$ cat src/design/nv12d_pkg.sv
package nv12d_pkg;

  // tile geometry
  localparam int TILE_WIDTH  = 64;
  localparam int TILE_HEIGHT = 32;
  localparam int TILE_BYTES  = TILE_WIDTH * TILE_HEIGHT;
  localparam int HALF_TILE   = TILE_BYTES / 2;
  localparam int COL_SHIFT   = $clog2(TILE_WIDTH);
  localparam int ROW_SHIFT   = $clog2(TILE_HEIGHT);
  localparam int TILE_SHIFT  = $clog2(TILE_BYTES);

  // field widths
  localparam int COL_W     = 7;
  localparam int ROW_W     = 8;
  localparam int STRIDE_W  = 14;
  localparam int HEIGHT_W  = 14;
  localparam int TA_W      = 8;
  localparam int LTR_W     = 9;
  localparam int CTR_W     = 8;
  localparam int CSO_W     = 27;
  localparam int SRC_W     = 27;
  localparam int DST_W     = 26;
  localparam int LEN_W     = 7;
  localparam int LINES_W   = 6;
  localparam int CFG_IDX_W = 3;
  localparam int CFG_DATA_W = 27;

  // register indexes
  localparam logic [CFG_IDX_W-1:0] CFG_DST_STRIDE        = 3'd0;
  localparam logic [CFG_IDX_W-1:0] CFG_FRAME_HEIGHT      = 3'd1;
  localparam logic [CFG_IDX_W-1:0] CFG_TILES_ACROSS      = 3'd2;
  localparam logic [CFG_IDX_W-1:0] CFG_LUMA_TILE_ROWS    = 3'd3;
  localparam logic [CFG_IDX_W-1:0] CFG_CHROMA_TILE_ROWS  = 3'd4;
  localparam logic [CFG_IDX_W-1:0] CFG_CHROMA_SRC_OFFSET = 3'd5;

  // plane codes
  localparam logic PLANE_LUMA   = 1'b0;
  localparam logic PLANE_CHROMA = 1'b1;

  typedef struct packed {
    logic capture;
    logic finish;
    logic emit;
    logic plane;
    logic last;
  } dp_cmd_t;

  typedef struct packed {
    logic               empty;
    logic [LINES_W-1:0] lines;
  } dp_sts_t;

endpackage

$ cat src/design/nv12d_ifs.sv
interface nv12d_in_if;
  logic                           valid;
  logic                           ready;
  logic [nv12d_pkg::COL_W-1:0]    block_col;
  logic [nv12d_pkg::ROW_W-1:0]    block_row;
  modport source (output valid, block_col, block_row, input ready);
  modport sink   (input valid, block_col, block_row, output ready);
endinterface

interface nv12d_out_if;
  logic                           valid;
  logic                           ready;
  logic                           dst_plane;
  logic [nv12d_pkg::SRC_W-1:0]    src_offset;
  logic [nv12d_pkg::DST_W-1:0]    dst_offset;
  logic [nv12d_pkg::LEN_W-1:0]    copy_length;
  logic                           last_line;
  modport source (output valid, dst_plane, src_offset, dst_offset, copy_length, last_line,
                  input ready);
  modport sink   (input valid, dst_plane, src_offset, dst_offset, copy_length, last_line,
                  output ready);
endinterface

interface nv12d_cfg_if;
  logic                              valid;
  logic                              ready;
  logic [nv12d_pkg::CFG_IDX_W-1:0]   index;
  logic [nv12d_pkg::CFG_DATA_W-1:0]  data;
  modport source (output valid, index, data, input ready);
  modport sink   (input valid, index, data, output ready);
endinterface

$ cat src/design/nv12_tile_detile_address_gen.sv
// line-copy command generator for a 64x32 zig-zag tiled nv12 source. each request names
// one destination block (64 bytes wide, 32 luma lines tall) and is answered with the copy
// commands for its luma lines and matching interleaved chroma lines, ordered as two luma
// lines then one chroma line, with last_line set on the final command. a block with L
// lines (L = min(32, frame_height - 32*row)) gives L + ceil(L/2) commands, at most 48.
// timing: a request is taken only while the block is idle; two setup steps follow
// (multipliers for tile row and destination row, then tile index and start pointers),
// then one command per cycle from the output register while the sink keeps up; a block
// outside the stride or frame gives no commands. configuration writes are always
// accepted and must only be made while the block is idle.
module nv12_tile_detile_address_gen (
  input  logic             clk,
  input  logic             rst_n,
  nv12d_in_if.sink         in_ch,
  nv12d_out_if.source      out_ch,
  nv12d_cfg_if.sink        cfg_ch
);

  nv12d_pkg::dp_cmd_t cmd;
  nv12d_pkg::dp_sts_t sts;

  // register writes never stall
  assign cfg_ch.ready = 1'b1;

  // sequencer: request intake, setup steps and luma/chroma command order
  nv12d_ctrl u_ctrl (
    .clk       (clk),
    .rst_n     (rst_n),
    .in_valid  (in_ch.valid),
    .in_ready  (in_ch.ready),
    .out_valid (out_ch.valid),
    .out_ready (out_ch.ready),
    .cmd       (cmd),
    .sts       (sts)
  );

  // datapath: config registers, tile address arithmetic, pointers, output register
  nv12d_dp u_dp (
    .clk             (clk),
    .rst_n           (rst_n),
    .cmd             (cmd),
    .sts             (sts),
    .in_block_col    (in_ch.block_col),
    .in_block_row    (in_ch.block_row),
    .cfg_valid       (cfg_ch.valid),
    .cfg_index       (cfg_ch.index),
    .cfg_data        (cfg_ch.data),
    .out_dst_plane   (out_ch.dst_plane),
    .out_src_offset  (out_ch.src_offset),
    .out_dst_offset  (out_ch.dst_offset),
    .out_copy_length (out_ch.copy_length),
    .out_last_line   (out_ch.last_line)
  );

endmodule

$ cat src/design/nv12d_ctrl.sv
module nv12d_ctrl (
  input  logic                 clk,
  input  logic                 rst_n,
  input  logic                 in_valid,
  output logic                 in_ready,
  output logic                 out_valid,
  input  logic                 out_ready,
  output nv12d_pkg::dp_cmd_t   cmd,
  input  nv12d_pkg::dp_sts_t   sts
);

  localparam logic [1:0] S_IDLE = 2'd0;
  localparam logic [1:0] S_CALC = 2'd1;
  localparam logic [1:0] S_EMIT = 2'd2;

  localparam logic [1:0] PH_LUMA_A = 2'd0;
  localparam logic [1:0] PH_LUMA_B = 2'd1;
  localparam logic [1:0] PH_CHROMA = 2'd2;

  logic [1:0]                    state_r, state_nxt;
  logic [1:0]                    phase_r, phase_nxt;
  logic [nv12d_pkg::LINES_W-1:0] left_r, left_nxt;
  logic                          out_valid_r, out_valid_nxt;
  logic                          out_free;

  assign out_free  = !out_valid_r || out_ready;
  assign in_ready  = (state_r == S_IDLE);
  assign out_valid = out_valid_r;

  always_comb begin
    state_nxt = state_r;
    phase_nxt = phase_r;
    left_nxt  = left_r;
    cmd       = '0;
    unique case (state_r)
      S_IDLE: begin
        if (in_valid) begin
          cmd.capture = 1'b1;
          state_nxt   = S_CALC;
        end
      end
      S_CALC: begin
        cmd.finish = 1'b1;
        if (sts.empty) begin
          state_nxt = S_IDLE;
        end else begin
          left_nxt  = sts.lines;
          phase_nxt = PH_LUMA_A;
          state_nxt = S_EMIT;
        end
      end
      S_EMIT: begin
        if (out_free) begin
          cmd.emit = 1'b1;
          unique case (phase_r)
            PH_LUMA_A: begin
              cmd.plane = nv12d_pkg::PLANE_LUMA;
              left_nxt  = left_r - 1'b1;
              phase_nxt = (left_r > 1) ? PH_LUMA_B : PH_CHROMA;
            end
            PH_LUMA_B: begin
              cmd.plane = nv12d_pkg::PLANE_LUMA;
              left_nxt  = left_r - 1'b1;
              phase_nxt = PH_CHROMA;
            end
            PH_CHROMA: begin
              cmd.plane = nv12d_pkg::PLANE_CHROMA;
              cmd.last  = (left_r == '0);
              phase_nxt = PH_LUMA_A;
              if (left_r == '0) begin
                state_nxt = S_IDLE;
              end
            end
            default: begin
              phase_nxt = PH_LUMA_A;
            end
          endcase
        end
      end
      default: begin
        state_nxt = S_IDLE;
      end
    endcase
  end

  always_comb begin
    if (cmd.emit) begin
      out_valid_nxt = 1'b1;
    end else if (out_ready) begin
      out_valid_nxt = 1'b0;
    end else begin
      out_valid_nxt = out_valid_r;
    end
  end

  always_ff @(posedge clk) begin
    if (!rst_n) begin
      state_r     <= S_IDLE;
      phase_r     <= PH_LUMA_A;
      left_r      <= '0;
      out_valid_r <= 1'b0;
    end else begin
      state_r     <= state_nxt;
      phase_r     <= phase_nxt;
      left_r      <= left_nxt;
      out_valid_r <= out_valid_nxt;
    end
  end

endmodule

$ cat src/design/nv12d_dp.sv
module nv12d_dp (
  input  logic                                clk,
  input  logic                                rst_n,
  input  nv12d_pkg::dp_cmd_t                  cmd,
  output nv12d_pkg::dp_sts_t                  sts,
  input  logic [nv12d_pkg::COL_W-1:0]         in_block_col,
  input  logic [nv12d_pkg::ROW_W-1:0]         in_block_row,
  input  logic                                cfg_valid,
  input  logic [nv12d_pkg::CFG_IDX_W-1:0]     cfg_index,
  input  logic [nv12d_pkg::CFG_DATA_W-1:0]    cfg_data,
  output logic                                out_dst_plane,
  output logic [nv12d_pkg::SRC_W-1:0]         out_src_offset,
  output logic [nv12d_pkg::DST_W-1:0]         out_dst_offset,
  output logic [nv12d_pkg::LEN_W-1:0]         out_copy_length,
  output logic                                out_last_line
);

  localparam int COL_W    = nv12d_pkg::COL_W;
  localparam int ROW_W    = nv12d_pkg::ROW_W;
  localparam int STRIDE_W = nv12d_pkg::STRIDE_W;
  localparam int HEIGHT_W = nv12d_pkg::HEIGHT_W;
  localparam int SRC_W    = nv12d_pkg::SRC_W;
  localparam int DST_W    = nv12d_pkg::DST_W;
  localparam int LEN_W    = nv12d_pkg::LEN_W;
  localparam int LINES_W  = nv12d_pkg::LINES_W;
  localparam int PROD_W   = ROW_W + nv12d_pkg::TA_W;
  localparam int RS_W     = ROW_W + STRIDE_W;
  localparam int IDX_W    = PROD_W + 1;

  // configuration registers
  logic [STRIDE_W-1:0]             stride_r;
  logic [HEIGHT_W-1:0]             height_r;
  logic [nv12d_pkg::TA_W-1:0]      ta_r;
  logic [nv12d_pkg::LTR_W-1:0]     luma_rows_r;
  logic [nv12d_pkg::CTR_W-1:0]     chroma_rows_r;
  logic [nv12d_pkg::CSO_W-1:0]     cso_r;

  // setup stage
  logic [COL_W-1:0]   col_r;
  logic [ROW_W-1:0]   row_r;
  logic [PROD_W-1:0]  yprod_r, cprod_r;
  logic [RS_W-1:0]    rs_r;
  logic [LEN_W-1:0]   len_r;
  logic [LINES_W-1:0] lines_r;
  logic               empty_r;

  // running pointers
  logic [SRC_W-1:0]   ysrc_r, csrc_r;
  logic [DST_W-1:0]   ydst_r, cdst_r;

  // output register
  logic               out_plane_r, out_last_r;
  logic [SRC_W-1:0]   out_src_r;
  logic [DST_W-1:0]   out_dst_r;
  logic [LEN_W-1:0]   out_len_r;

  logic [STRIDE_W-1:0] xoff_w, len_diff_w;
  logic [HEIGHT_W-1:0] yoff_w, lines_diff_w;
  logic [ROW_W-1:0]    yrow_pair_w, crow_pair_w;
  logic [IDX_W-1:0]    yidx_w, cidx_w;
  logic [ROW_W-2:0]    crow_w;
  logic                yfinal_w, cfinal_w;
  logic [DST_W-1:0]    xoff_dst_w;

  // zig-zag placement within a tile row pair
  function automatic logic [IDX_W-1:0] tile_adj(input logic [COL_W-1:0] x,
                                                input logic y_odd,
                                                input logic final_row);
    logic [COL_W:0] x2;
    begin
      x2 = {1'b0, x} + (COL_W+1)'(2);
      if (y_odd) begin
        tile_adj = IDX_W'({x[COL_W-1:2], 2'b00}) + IDX_W'(2);
      end else if (final_row) begin
        tile_adj = '0;
      end else begin
        tile_adj = IDX_W'({x2[COL_W:2], 2'b00});
      end
    end
  endfunction

  // config writes
  always_ff @(posedge clk) begin
    if (!rst_n) begin
      stride_r      <= STRIDE_W'(nv12d_pkg::TILE_WIDTH);
      height_r      <= HEIGHT_W'(nv12d_pkg::TILE_HEIGHT);
      ta_r          <= nv12d_pkg::TA_W'(1);
      luma_rows_r   <= nv12d_pkg::LTR_W'(1);
      chroma_rows_r <= nv12d_pkg::CTR_W'(1);
      cso_r         <= '0;
    end else if (cfg_valid) begin
      unique case (cfg_index)
        nv12d_pkg::CFG_DST_STRIDE:        stride_r      <= cfg_data[STRIDE_W-1:0];
        nv12d_pkg::CFG_FRAME_HEIGHT:      height_r      <= cfg_data[HEIGHT_W-1:0];
        nv12d_pkg::CFG_TILES_ACROSS:      ta_r          <= cfg_data[nv12d_pkg::TA_W-1:0];
        nv12d_pkg::CFG_LUMA_TILE_ROWS:    luma_rows_r   <= cfg_data[nv12d_pkg::LTR_W-1:0];
        nv12d_pkg::CFG_CHROMA_TILE_ROWS:  chroma_rows_r <= cfg_data[nv12d_pkg::CTR_W-1:0];
        nv12d_pkg::CFG_CHROMA_SRC_OFFSET: cso_r         <= cfg_data[nv12d_pkg::CSO_W-1:0];
        default: ;
      endcase
    end
  end

  // setup stage: extents and products from the request fields
  assign xoff_w       = STRIDE_W'(in_block_col) << nv12d_pkg::COL_SHIFT;
  assign yoff_w       = HEIGHT_W'(in_block_row) << nv12d_pkg::ROW_SHIFT;
  assign len_diff_w   = stride_r - xoff_w;
  assign lines_diff_w = height_r - yoff_w;
  assign yrow_pair_w  = {in_block_row[ROW_W-1:1], 1'b0};
  assign crow_pair_w  = {1'b0, in_block_row[ROW_W-1:2], 1'b0};

  always_ff @(posedge clk) begin
    if (cmd.capture) begin
      col_r   <= in_block_col;
      row_r   <= in_block_row;
      yprod_r <= PROD_W'(yrow_pair_w) * PROD_W'(ta_r);
      cprod_r <= PROD_W'(crow_pair_w) * PROD_W'(ta_r);
      rs_r    <= RS_W'(in_block_row) * RS_W'(stride_r);
      empty_r <= (xoff_w >= stride_r) || (yoff_w >= height_r);
      len_r   <= (len_diff_w > STRIDE_W'(nv12d_pkg::TILE_WIDTH))
                 ? LEN_W'(nv12d_pkg::TILE_WIDTH) : len_diff_w[LEN_W-1:0];
      lines_r <= (lines_diff_w > HEIGHT_W'(nv12d_pkg::TILE_HEIGHT))
                 ? LINES_W'(nv12d_pkg::TILE_HEIGHT) : lines_diff_w[LINES_W-1:0];
    end
  end

  assign sts.empty = empty_r;
  assign sts.lines = lines_r;

  // address stage: tile indexes and start pointers
  assign crow_w     = row_r[ROW_W-1:1];
  assign yfinal_w   = luma_rows_r[0] &&
                      (nv12d_pkg::LTR_W'(row_r) == luma_rows_r - 1'b1);
  assign cfinal_w   = chroma_rows_r[0] &&
                      (nv12d_pkg::CTR_W'(crow_w) == chroma_rows_r - 1'b1);
  assign yidx_w     = IDX_W'(col_r) + IDX_W'(yprod_r) + tile_adj(col_r, row_r[0], yfinal_w);
  assign cidx_w     = IDX_W'(col_r) + IDX_W'(cprod_r) + tile_adj(col_r, row_r[1], cfinal_w);
  assign xoff_dst_w = DST_W'(col_r) << nv12d_pkg::COL_SHIFT;

  always_ff @(posedge clk) begin
    if (cmd.finish) begin
      ysrc_r <= SRC_W'(yidx_w) << nv12d_pkg::TILE_SHIFT;
      csrc_r <= cso_r + (SRC_W'(cidx_w) << nv12d_pkg::TILE_SHIFT)
                + (row_r[0] ? SRC_W'(nv12d_pkg::HALF_TILE) : '0);
      ydst_r <= (DST_W'(rs_r) << nv12d_pkg::ROW_SHIFT) + xoff_dst_w;
      cdst_r <= (DST_W'(rs_r) << (nv12d_pkg::ROW_SHIFT - 1)) + xoff_dst_w;
    end else if (cmd.emit) begin
      if (cmd.plane == nv12d_pkg::PLANE_CHROMA) begin
        csrc_r <= csrc_r + SRC_W'(nv12d_pkg::TILE_WIDTH);
        cdst_r <= cdst_r + DST_W'(stride_r);
      end else begin
        ysrc_r <= ysrc_r + SRC_W'(nv12d_pkg::TILE_WIDTH);
        ydst_r <= ydst_r + DST_W'(stride_r);
      end
    end
  end

  always_ff @(posedge clk) begin
    if (cmd.emit) begin
      out_plane_r <= cmd.plane;
      out_last_r  <= cmd.last;
      out_len_r   <= len_r;
      out_src_r   <= (cmd.plane == nv12d_pkg::PLANE_CHROMA) ? csrc_r : ysrc_r;
      out_dst_r   <= (cmd.plane == nv12d_pkg::PLANE_CHROMA) ? cdst_r : ydst_r;
    end
  end

  assign out_dst_plane   = out_plane_r;
  assign out_src_offset  = out_src_r;
  assign out_dst_offset  = out_dst_r;
  assign out_copy_length = out_len_r;
  assign out_last_line   = out_last_r;

endmodule
$ cat src/flat_wrapper.sv
// flat-port wrapper written by rule: the top's interface ports become plain ports
module nv12_tile_detile_address_gen_flat 
  (clk, rst_n, in_ch_valid, in_ch_block_col, in_ch_block_row, in_ch_ready, out_ch_valid, out_ch_dst_plane, out_ch_src_offset, out_ch_dst_offset, out_ch_copy_length, out_ch_last_line, out_ch_ready, cfg_ch_valid, cfg_ch_index, cfg_ch_data, cfg_ch_ready);
  nv12d_in_if in_ch_i ();
  nv12d_out_if out_ch_i ();
  nv12d_cfg_if cfg_ch_i ();
  input  logic clk;
  input  logic rst_n;
  input wire logic [$bits(in_ch_i.valid)-1:0] in_ch_valid;
  input wire logic [$bits(in_ch_i.block_col)-1:0] in_ch_block_col;
  input wire logic [$bits(in_ch_i.block_row)-1:0] in_ch_block_row;
  output wire logic [$bits(in_ch_i.ready)-1:0] in_ch_ready;
  output wire logic [$bits(out_ch_i.valid)-1:0] out_ch_valid;
  output wire logic [$bits(out_ch_i.dst_plane)-1:0] out_ch_dst_plane;
  output wire logic [$bits(out_ch_i.src_offset)-1:0] out_ch_src_offset;
  output wire logic [$bits(out_ch_i.dst_offset)-1:0] out_ch_dst_offset;
  output wire logic [$bits(out_ch_i.copy_length)-1:0] out_ch_copy_length;
  output wire logic [$bits(out_ch_i.last_line)-1:0] out_ch_last_line;
  input wire logic [$bits(out_ch_i.ready)-1:0] out_ch_ready;
  input wire logic [$bits(cfg_ch_i.valid)-1:0] cfg_ch_valid;
  input wire logic [$bits(cfg_ch_i.index)-1:0] cfg_ch_index;
  input wire logic [$bits(cfg_ch_i.data)-1:0] cfg_ch_data;
  output wire logic [$bits(cfg_ch_i.ready)-1:0] cfg_ch_ready;
  assign in_ch_i.valid = in_ch_valid;
  assign in_ch_i.block_col = in_ch_block_col;
  assign in_ch_i.block_row = in_ch_block_row;
  assign in_ch_ready = in_ch_i.ready;
  assign out_ch_valid = out_ch_i.valid;
  assign out_ch_dst_plane = out_ch_i.dst_plane;
  assign out_ch_src_offset = out_ch_i.src_offset;
  assign out_ch_dst_offset = out_ch_i.dst_offset;
  assign out_ch_copy_length = out_ch_i.copy_length;
  assign out_ch_last_line = out_ch_i.last_line;
  assign out_ch_i.ready = out_ch_ready;
  assign cfg_ch_i.valid = cfg_ch_valid;
  assign cfg_ch_i.index = cfg_ch_index;
  assign cfg_ch_i.data = cfg_ch_data;
  assign cfg_ch_ready = cfg_ch_i.ready;
  nv12_tile_detile_address_gen u_core (.clk(clk), .rst_n(rst_n), .in_ch(in_ch_i), .out_ch(out_ch_i), .cfg_ch(cfg_ch_i));
endmodule
$ cat config.mk
export PLATFORM = sky130hd
export DESIGN_NAME = nv12_tile_detile_address_gen_flat
export DESIGN_NICKNAME = d
export VERILOG_FILES = /design/src/design/nv12d_pkg.sv /design/src/design/nv12d_ifs.sv /design/src/design/nv12_tile_detile_address_gen.sv /design/src/design/nv12d_ctrl.sv /design/src/design/nv12d_dp.sv /design/src/flat_wrapper.sv
export SDC_FILE = /design/constraint.sdc
export NUM_CORES = 1
export LEC_CHECK = 0
export BUFFER_PORTS_ARGS = -buffer_cell sky130_fd_sc_hd__buf_2
export CORE_ASPECT_RATIO = 1.5
export CORE_MARGIN = 2
export CORE_UTILIZATION = 30
export CTS_CLUSTER_SIZE = 28
export DETAILED_ROUTE_END_ITERATION = 12
export SLEW_MARGIN = 40
export SYNTH_ARGS = -nofsm -noshare
export SYNTH_HDL_FRONTEND = slang
export SYNTH_SLANG_ARGS = --single-unit
$ cat constraint.sdc
create_clock -name clk -period 5.1 [get_ports clk]
set_clock_uncertainty 0.1 [all_clocks]
set_input_delay 1.02 -clock clk [delete_from_list [all_inputs] [get_ports clk]]
set_output_delay 1.02 -clock clk [all_outputs]
set_load 0.01 [all_outputs]
==> flow_summary.ini, run 1 <==
[synthesis]
post-synth-top-count-cell = nand2_1
muxShareOfSynthArea = 0.0245
netlist.area_leader.share = 0.287
syn_area_um2 = 24800
yosys.area_share.simple = 0.168
yosys-top-cells-area = edfxtp_1, fa_1, ha_1
synth-adder-area-share = 0.192
ys_types = 82
synth_edf_count = 237
postSynthCellCount = 2578
synth-seq-area-share = 0.365
synth_fp_nets = 2931
ys_ff_latch = 333
yosysTopAreaCell = edfxtp_1
synthXorXnorAreaFrac = 0.0647
synth_top_family_by_area = adder cells
ys.warnings.count = 0
synth_flop_cell = edfxtp_1
synth_common_cells = nand2_1, edfxtp_1, inv_1
async_reset_ff_frac = 0
syn_avg_cell_area_um2 = 9.62
synth-compound-area-share = 0.137

[die]
die_area_um2 = 85000
core-area_um2 = 82200
rows = 129
num_io_pins = 115
die_x_um = 239
start_util = 0.302
dieHeight_um = 356

[layout]
finalInstanceArea_um2 = 29700
drive_gt1_frac = 0.179
stdcell_count = 3919
nets = 3193
fillers = 8260
area_growth_syn_to_layout_pct = 19.7

[sta]
maxSlewHeadroom = 0.441
hold_viol_final = 0
tightest_slew_ns = 0.836
drv_slew = 0
setup_viol = 0
rsz0062_at_grt = yes
period_needed_ns = 4.98
max_freq_mhz = 201
fin_crit_sh = 0.976

[placed_design]
portBuffers = 113
post_dp_cell_area_um2 = 27900
gp_congestion = 0.881
placed_cells_incl_taps = 3836
dp_hpwl_mm = 52.9

[run]
drv_cap = 0

[route]
wl_mm = 67.9
firstDrtPassIters = 5
drt_iter0_drc = 907
postRouteAntennaNets = 0
wl_per_cell_um = 17.3
vias = 19376
drc = 0
viasPerCell = 4.94

[worst_setup_path]
endpoint_kind = flip-flop
cpMaxStageDelayCell = fa_2
crit_arrival_ns = 5.19
crit_chain = inv_2, ha_4, and2_4, a211o_1, a31o_2, o2111a_2, buf_6, nand2b_4, fa_2, inv_2, ha_4, a211oi_4, o21ai_1, o211ai_1, a21boi_2, ha_4, buf_6, a21o_1, nor4_4, o21a_1, nor2b_4, mux2i_1, o22ai_1
worst_ep_required_time_ns = 5.31
crit_top_cell = ha_4
path_class = flip-flop to flip-flop
startpoint_type = flip-flop
critPathMaxFanout = 6
cpPeakStageDelay_ns = 0.56

[grt]
grt_util_all_layers = 0.160
grt_pass1_vias = 19713
grt_overflow = 0
grt_pass1_wl_mm = 107
antenna_found_initial = 10
grt_max_degree = 92

[cts]
clk_latency_ns = 0.57
clock-sinks = 333
tritoncts = done
clock_path_buffers = 3
clk_pin_slew_ns = 0.06
cts-root-buf = clkbuf_16
htreeDepth = 2
cts-buffers-inserted = 39

[run_status]
status = complete, no violations

[power_and_ir_drop]
peakVddDrop_mv = 0.185
p_per_area_nw_per_um2 = 261
p_leak_nw = 12.5

[min_path]
hold_path_class = flip-flop to flip-flop
[metal layers]
metal  share of wire  GRT usage
met1            0.43      0.199
met2            0.49      0.279
met3           0.049     0.0226
met4           0.031     0.0574
met5         0.00068          0
[per-stage QoR]
| stage | util | power (mW) | setup TNS [ns] | worst slack [ns] | hold slack [ns] |
|---|---|---|---|---|---|
| final | 0.361 | 7.73 | 0 | 0.120 | 0.325 |
| after global routing | 0.361 | 8.10 | -0.380 | -0.129 | 0.332 |
| after global placement | 0.339 | 4.60 | -7.87 | -0.659 | 0.308 |
| after detailed placement | 0.339 | 4.62 | -9.17 | -0.745 | 0.309 |
| after floorplan | - | 4.09 | -0.134 | -0.119 | 0.300 |
| after CTS | 0.358 | 7.76 | 0 | 0.0155 | 0.327 |
[report_power, final]
part | internal, mW | leakage, nW | switching, mW
logic | 0.695 | 8.78 | 0.853
clock network | 1.83 | 0.670 | 1.23
registers | 3.03 | 3.02 | 0.0969
[flip-flops by register name (all words and copies together), names as in the netlist, 21 cells and up]
name / cells
u_core.u_dp.cdst_r: 26
u_core.u_dp.cso_r: 27
u_core.u_dp.csrc_r: 27
u_core.u_dp.out_dst_offset: 26
u_core.u_dp.out_src_offset: 27
u_core.u_dp.rs_r: 22
u_core.u_dp.ydst_r: 26
u_core.u_dp.ysrc_r: 21
[timing repair]
| item | CTS | global route |
|---|---|---|
| cloned | 0 | 0 |
| endpoints found under the setup margin | 8 | 17 |
| setup buffers | 7 | 5 |
| pin swaps | 41 | 28 |
| endpoints found under the hold margin | 0 | 0 |
| hold buffers | 0 | 0 |
| gates resized for setup | 49 | 38 |
[logic make-up after synthesis]
kind of cell	Yosys count
mux	55
xor+xnor	183
buf+inv	322
compound gates	504
other cells	1
fa+ha+maj	303
flops	333
simple gates	877
[layout by cell type, fill, tap and decap left out, types with 19 or more instances in the layout]
cell type,instances
nand2b_1,25
and3_1,37
and2_1,75
a21boi_0,88
nand2_1,376
fa_1,125
nor2_1,148
buf_4,180
a211oi_1,20
inv_1,230
a21oi_1,90
buf_2,110
edfxtp_1,237
xor2_1,88
nor2b_1,26
clkbuf_16,41
dfxtp_1,91
mux2_2,45
ha_1,166
o21ai_0,78
nand4_1,24
xnor2_1,95
o21a_1,35
o22ai_1,19
nand3_1,49
nor3_1,33
a21o_1,33
[critical path: cells and delay by family, from the launching register on]
| kind | cells | cell delay, ns |
|---|---|---|
| DFF | 1 | 0.33 |
| buffers and inverters | 4 | 0.37 |
| muxes | 1 | 0.18 |
| and+or+nand+nor | 4 | 0.70 |
| adders and majority gates | 4 | 1.21 |
| AOI/OAI and AO/OA | 10 | 1.83 |
[cell type report]
type                    instances  area (um2)  area share
flip-flops and latches        333        9040       0.305
clock inverters                21         275     0.00928
clock buffers                  50        1090      0.0367
multi-input cells            1923       14900       0.503
well taps                    1048        1310      0.0442
inverters                     237         891      0.0300
diodes                          1        2.50   0.0000843
repair buffers                306        2130      0.0718
[worst paths after layout]
kind                            slack [ns]                                  endpoint                                       from  cells past startpoint
worst max-delay path                  0.12          u_core.u_dp.csrc_r[24]$_DFFE_PP_  u_core.u_dp.chroma_rows_r[0]$_SDFFE_PN1P_                     23
worst min-delay path                  0.33  u_core.u_dp.out_copy_length[1]$_DFFE_PP_         u_core.u_dp.len_r[1]$_SDFFCE_PN0P_                      0
worst max register to register        0.12          u_core.u_dp.csrc_r[24]$_DFFE_PP_  u_core.u_dp.chroma_rows_r[0]$_SDFFE_PN1P_                     23
worst min register to register        0.33  u_core.u_dp.out_copy_length[1]$_DFFE_PP_         u_core.u_dp.len_r[1]$_SDFFCE_PN0P_                      0
(Power assumes the default switching activity.)
==> run 2, diff against run 1 <==
Clock period 5.1 ns to 6.19 ns, I/O delays scaled along.
==> run 2 against run 1 <==
  * Clock power shrank 22%
  * Non-clock buffer count shrank 159
  * Sequential power shrank 17%
  * Hold slack lost 0.0070 ns
  * First-iteration DRC count grew 9.6%
  * Critical path type unchanged
  * Largest power group unchanged
==> flow_summary.ini, run 2 (synthesized netlist as in run 1, its figures left out) <==
[run_status]
status = complete, no violations

[worst_setup_path]
path_buf_inv = 2
crit_chain = inv_1, ha_2, and2_1, nor4b_1, a31o_2, o2111a_2, o21ai_0, fa_1, ha_1, inv_1, fa_1, nor2b_1, o21ai_0, a21boi_0, o21ai_0, a21boi_1, nor2_1, ha_1, a21o_1, a21o_1, a21oi_1, o21ai_0, a2111oi_2, nor3b_1
cpPeakStageDelay_ns = 0.51
startpoint_type = flip-flop
worst_ep_required_time_ns = 6.39
crit_top_cell = o21ai_0
crit_arrival_ns = 5.96
path_class = flip-flop to flip-flop
cpMaxStageDelayCell = fa_1
critical_path.top_delay_family = compound AO/OA/AOI/OAI gates
endpoint_kind = flip-flop
critPathMaxFanout = 7

[route]
vias = 18590
drc = 0
viasPerCell = 4.94
drt_iter0_drc = 994
wl_mm = 66.4
postRouteAntennaNets = 0
wl_per_cell_um = 17.6
firstDrtPassIters = 5

[sta]
setup-tns-final_ns = 0
drv_slew = 0
max_freq_mhz = 174
rsz0062_at_grt = no
maxSlewHeadroom = 0.457
hold_viol_final = 0
fin_crit_sh = 0.930
period_needed_ns = 5.76
tightest_slew_ns = 0.809
setup_viol = 0

[power_and_ir_drop]
power_mw = 6.00
p_per_area_nw_per_um2 = 214
peakVddDrop_mv = 0.161
p_leak_nw = 11.6

[layout]
nets = 3034
area_growth_syn_to_layout_pct = 12.9
drive_gt1_frac = 0.111
finalInstanceArea_um2 = 28000
final_common_cell = nand2_1
utilization = 0.341
mostFrequentLayoutCells = nand2_1, edfxtp_1, inv_1

[die]
rows = 129
die_x_um = 239
num_io_pins = 115
start_util = 0.302
core-area_um2 = 82200
die_area_um2 = 85000
dieHeight_um = 356

[placed_design]
gp_congestion = 0.855
post_dp_cell_area_um2 = 26600
portBuffers = 113
dp_hpwl_mm = 51.3

[grt]
antenna_found_initial = 10
grt_pass1_wl_mm = 104
grt_max_degree = 92
grt_overflow = 0
grt_pass1_vias = 18869
grt_util_all_layers = 0.156

[cts]
cts-root-buf = clkbuf_16
htreeDepth = 2
cts_setup_buffers = 0
clk_pin_slew_ns = 0.06
clock_path_buffers = 3
cts-buffers-inserted = 39
clock-sinks = 333
tritoncts = done
clk_latency_ns = 0.58

[run]
drv_cap = 0

[min_path]
hold_path_class = flip-flop to flip-flop
run 2: through the flow:
stage | hold slack, ns | instances | setup WS, ns
after floorplan | 0.300 | 2578 | 0.580
after global placement | 0.316 | 3687 | 0.217
after detailed placement | 0.305 | 3688 | 0.0646
after CTS | 0.320 | 3760 | 0.111
after global routing | 0.338 | 3761 | 0.0214
final | 0.318 | 3766 | 0.432
run 2: final timing paths:
check                                             endpoint                                 startpoint  slack (ns)  cells after the start
hold / removal    u_core.u_dp.out_copy_length[6]$_DFFE_PP_         u_core.u_dp.len_r[6]$_SDFFCE_PN1P_        0.32                      0
setup reg to reg          u_core.u_dp.csrc_r[25]$_DFFE_PP_  u_core.u_dp.chroma_rows_r[0]$_SDFFE_PN1P_        0.43                     24
hold reg to reg   u_core.u_dp.out_copy_length[6]$_DFFE_PP_         u_core.u_dp.len_r[6]$_SDFFCE_PN1P_        0.32                      0
setup / recovery          u_core.u_dp.csrc_r[25]$_DFFE_PP_  u_core.u_dp.chroma_rows_r[0]$_SDFFE_PN1P_        0.43                     24
run 2: metal layers:
metal  wire (um)  up-vias  track usage
met5         103        -            0
met4        2250       16       0.0560
met3        3160      122       0.0270
met2       32300      330        0.271
met1       28600     8988        0.193
li1            -     9134            -
run 2: layout make-up:
cell class	instances	area, um2
Antenna cell	6	15.0
Clock buffer	56	1160
Clock inverter	16	141
Fill cell	8376	54200
Inverter	237	891
Multi-Input combinational cell	1923	14600
Sequential cell	333	9040
Tap cell	1048	1310
Timing Repair Buffer	147	840
run 2: report_power, final:
group | internal [mW] | leakage (nW) | switching [mW]
clock network | 1.37 | 0.638 | 1.01
logic | 0.409 | 7.90 | 0.623
registers | 2.50 | 3.02 | 0.0862
total | 4.28 | 11.6 | 1.72
run 2: repair_timing:
item                       CTS  global route
resized for setup            0             6
setup endpoints to repair    0             5
hold buffers                 0             0
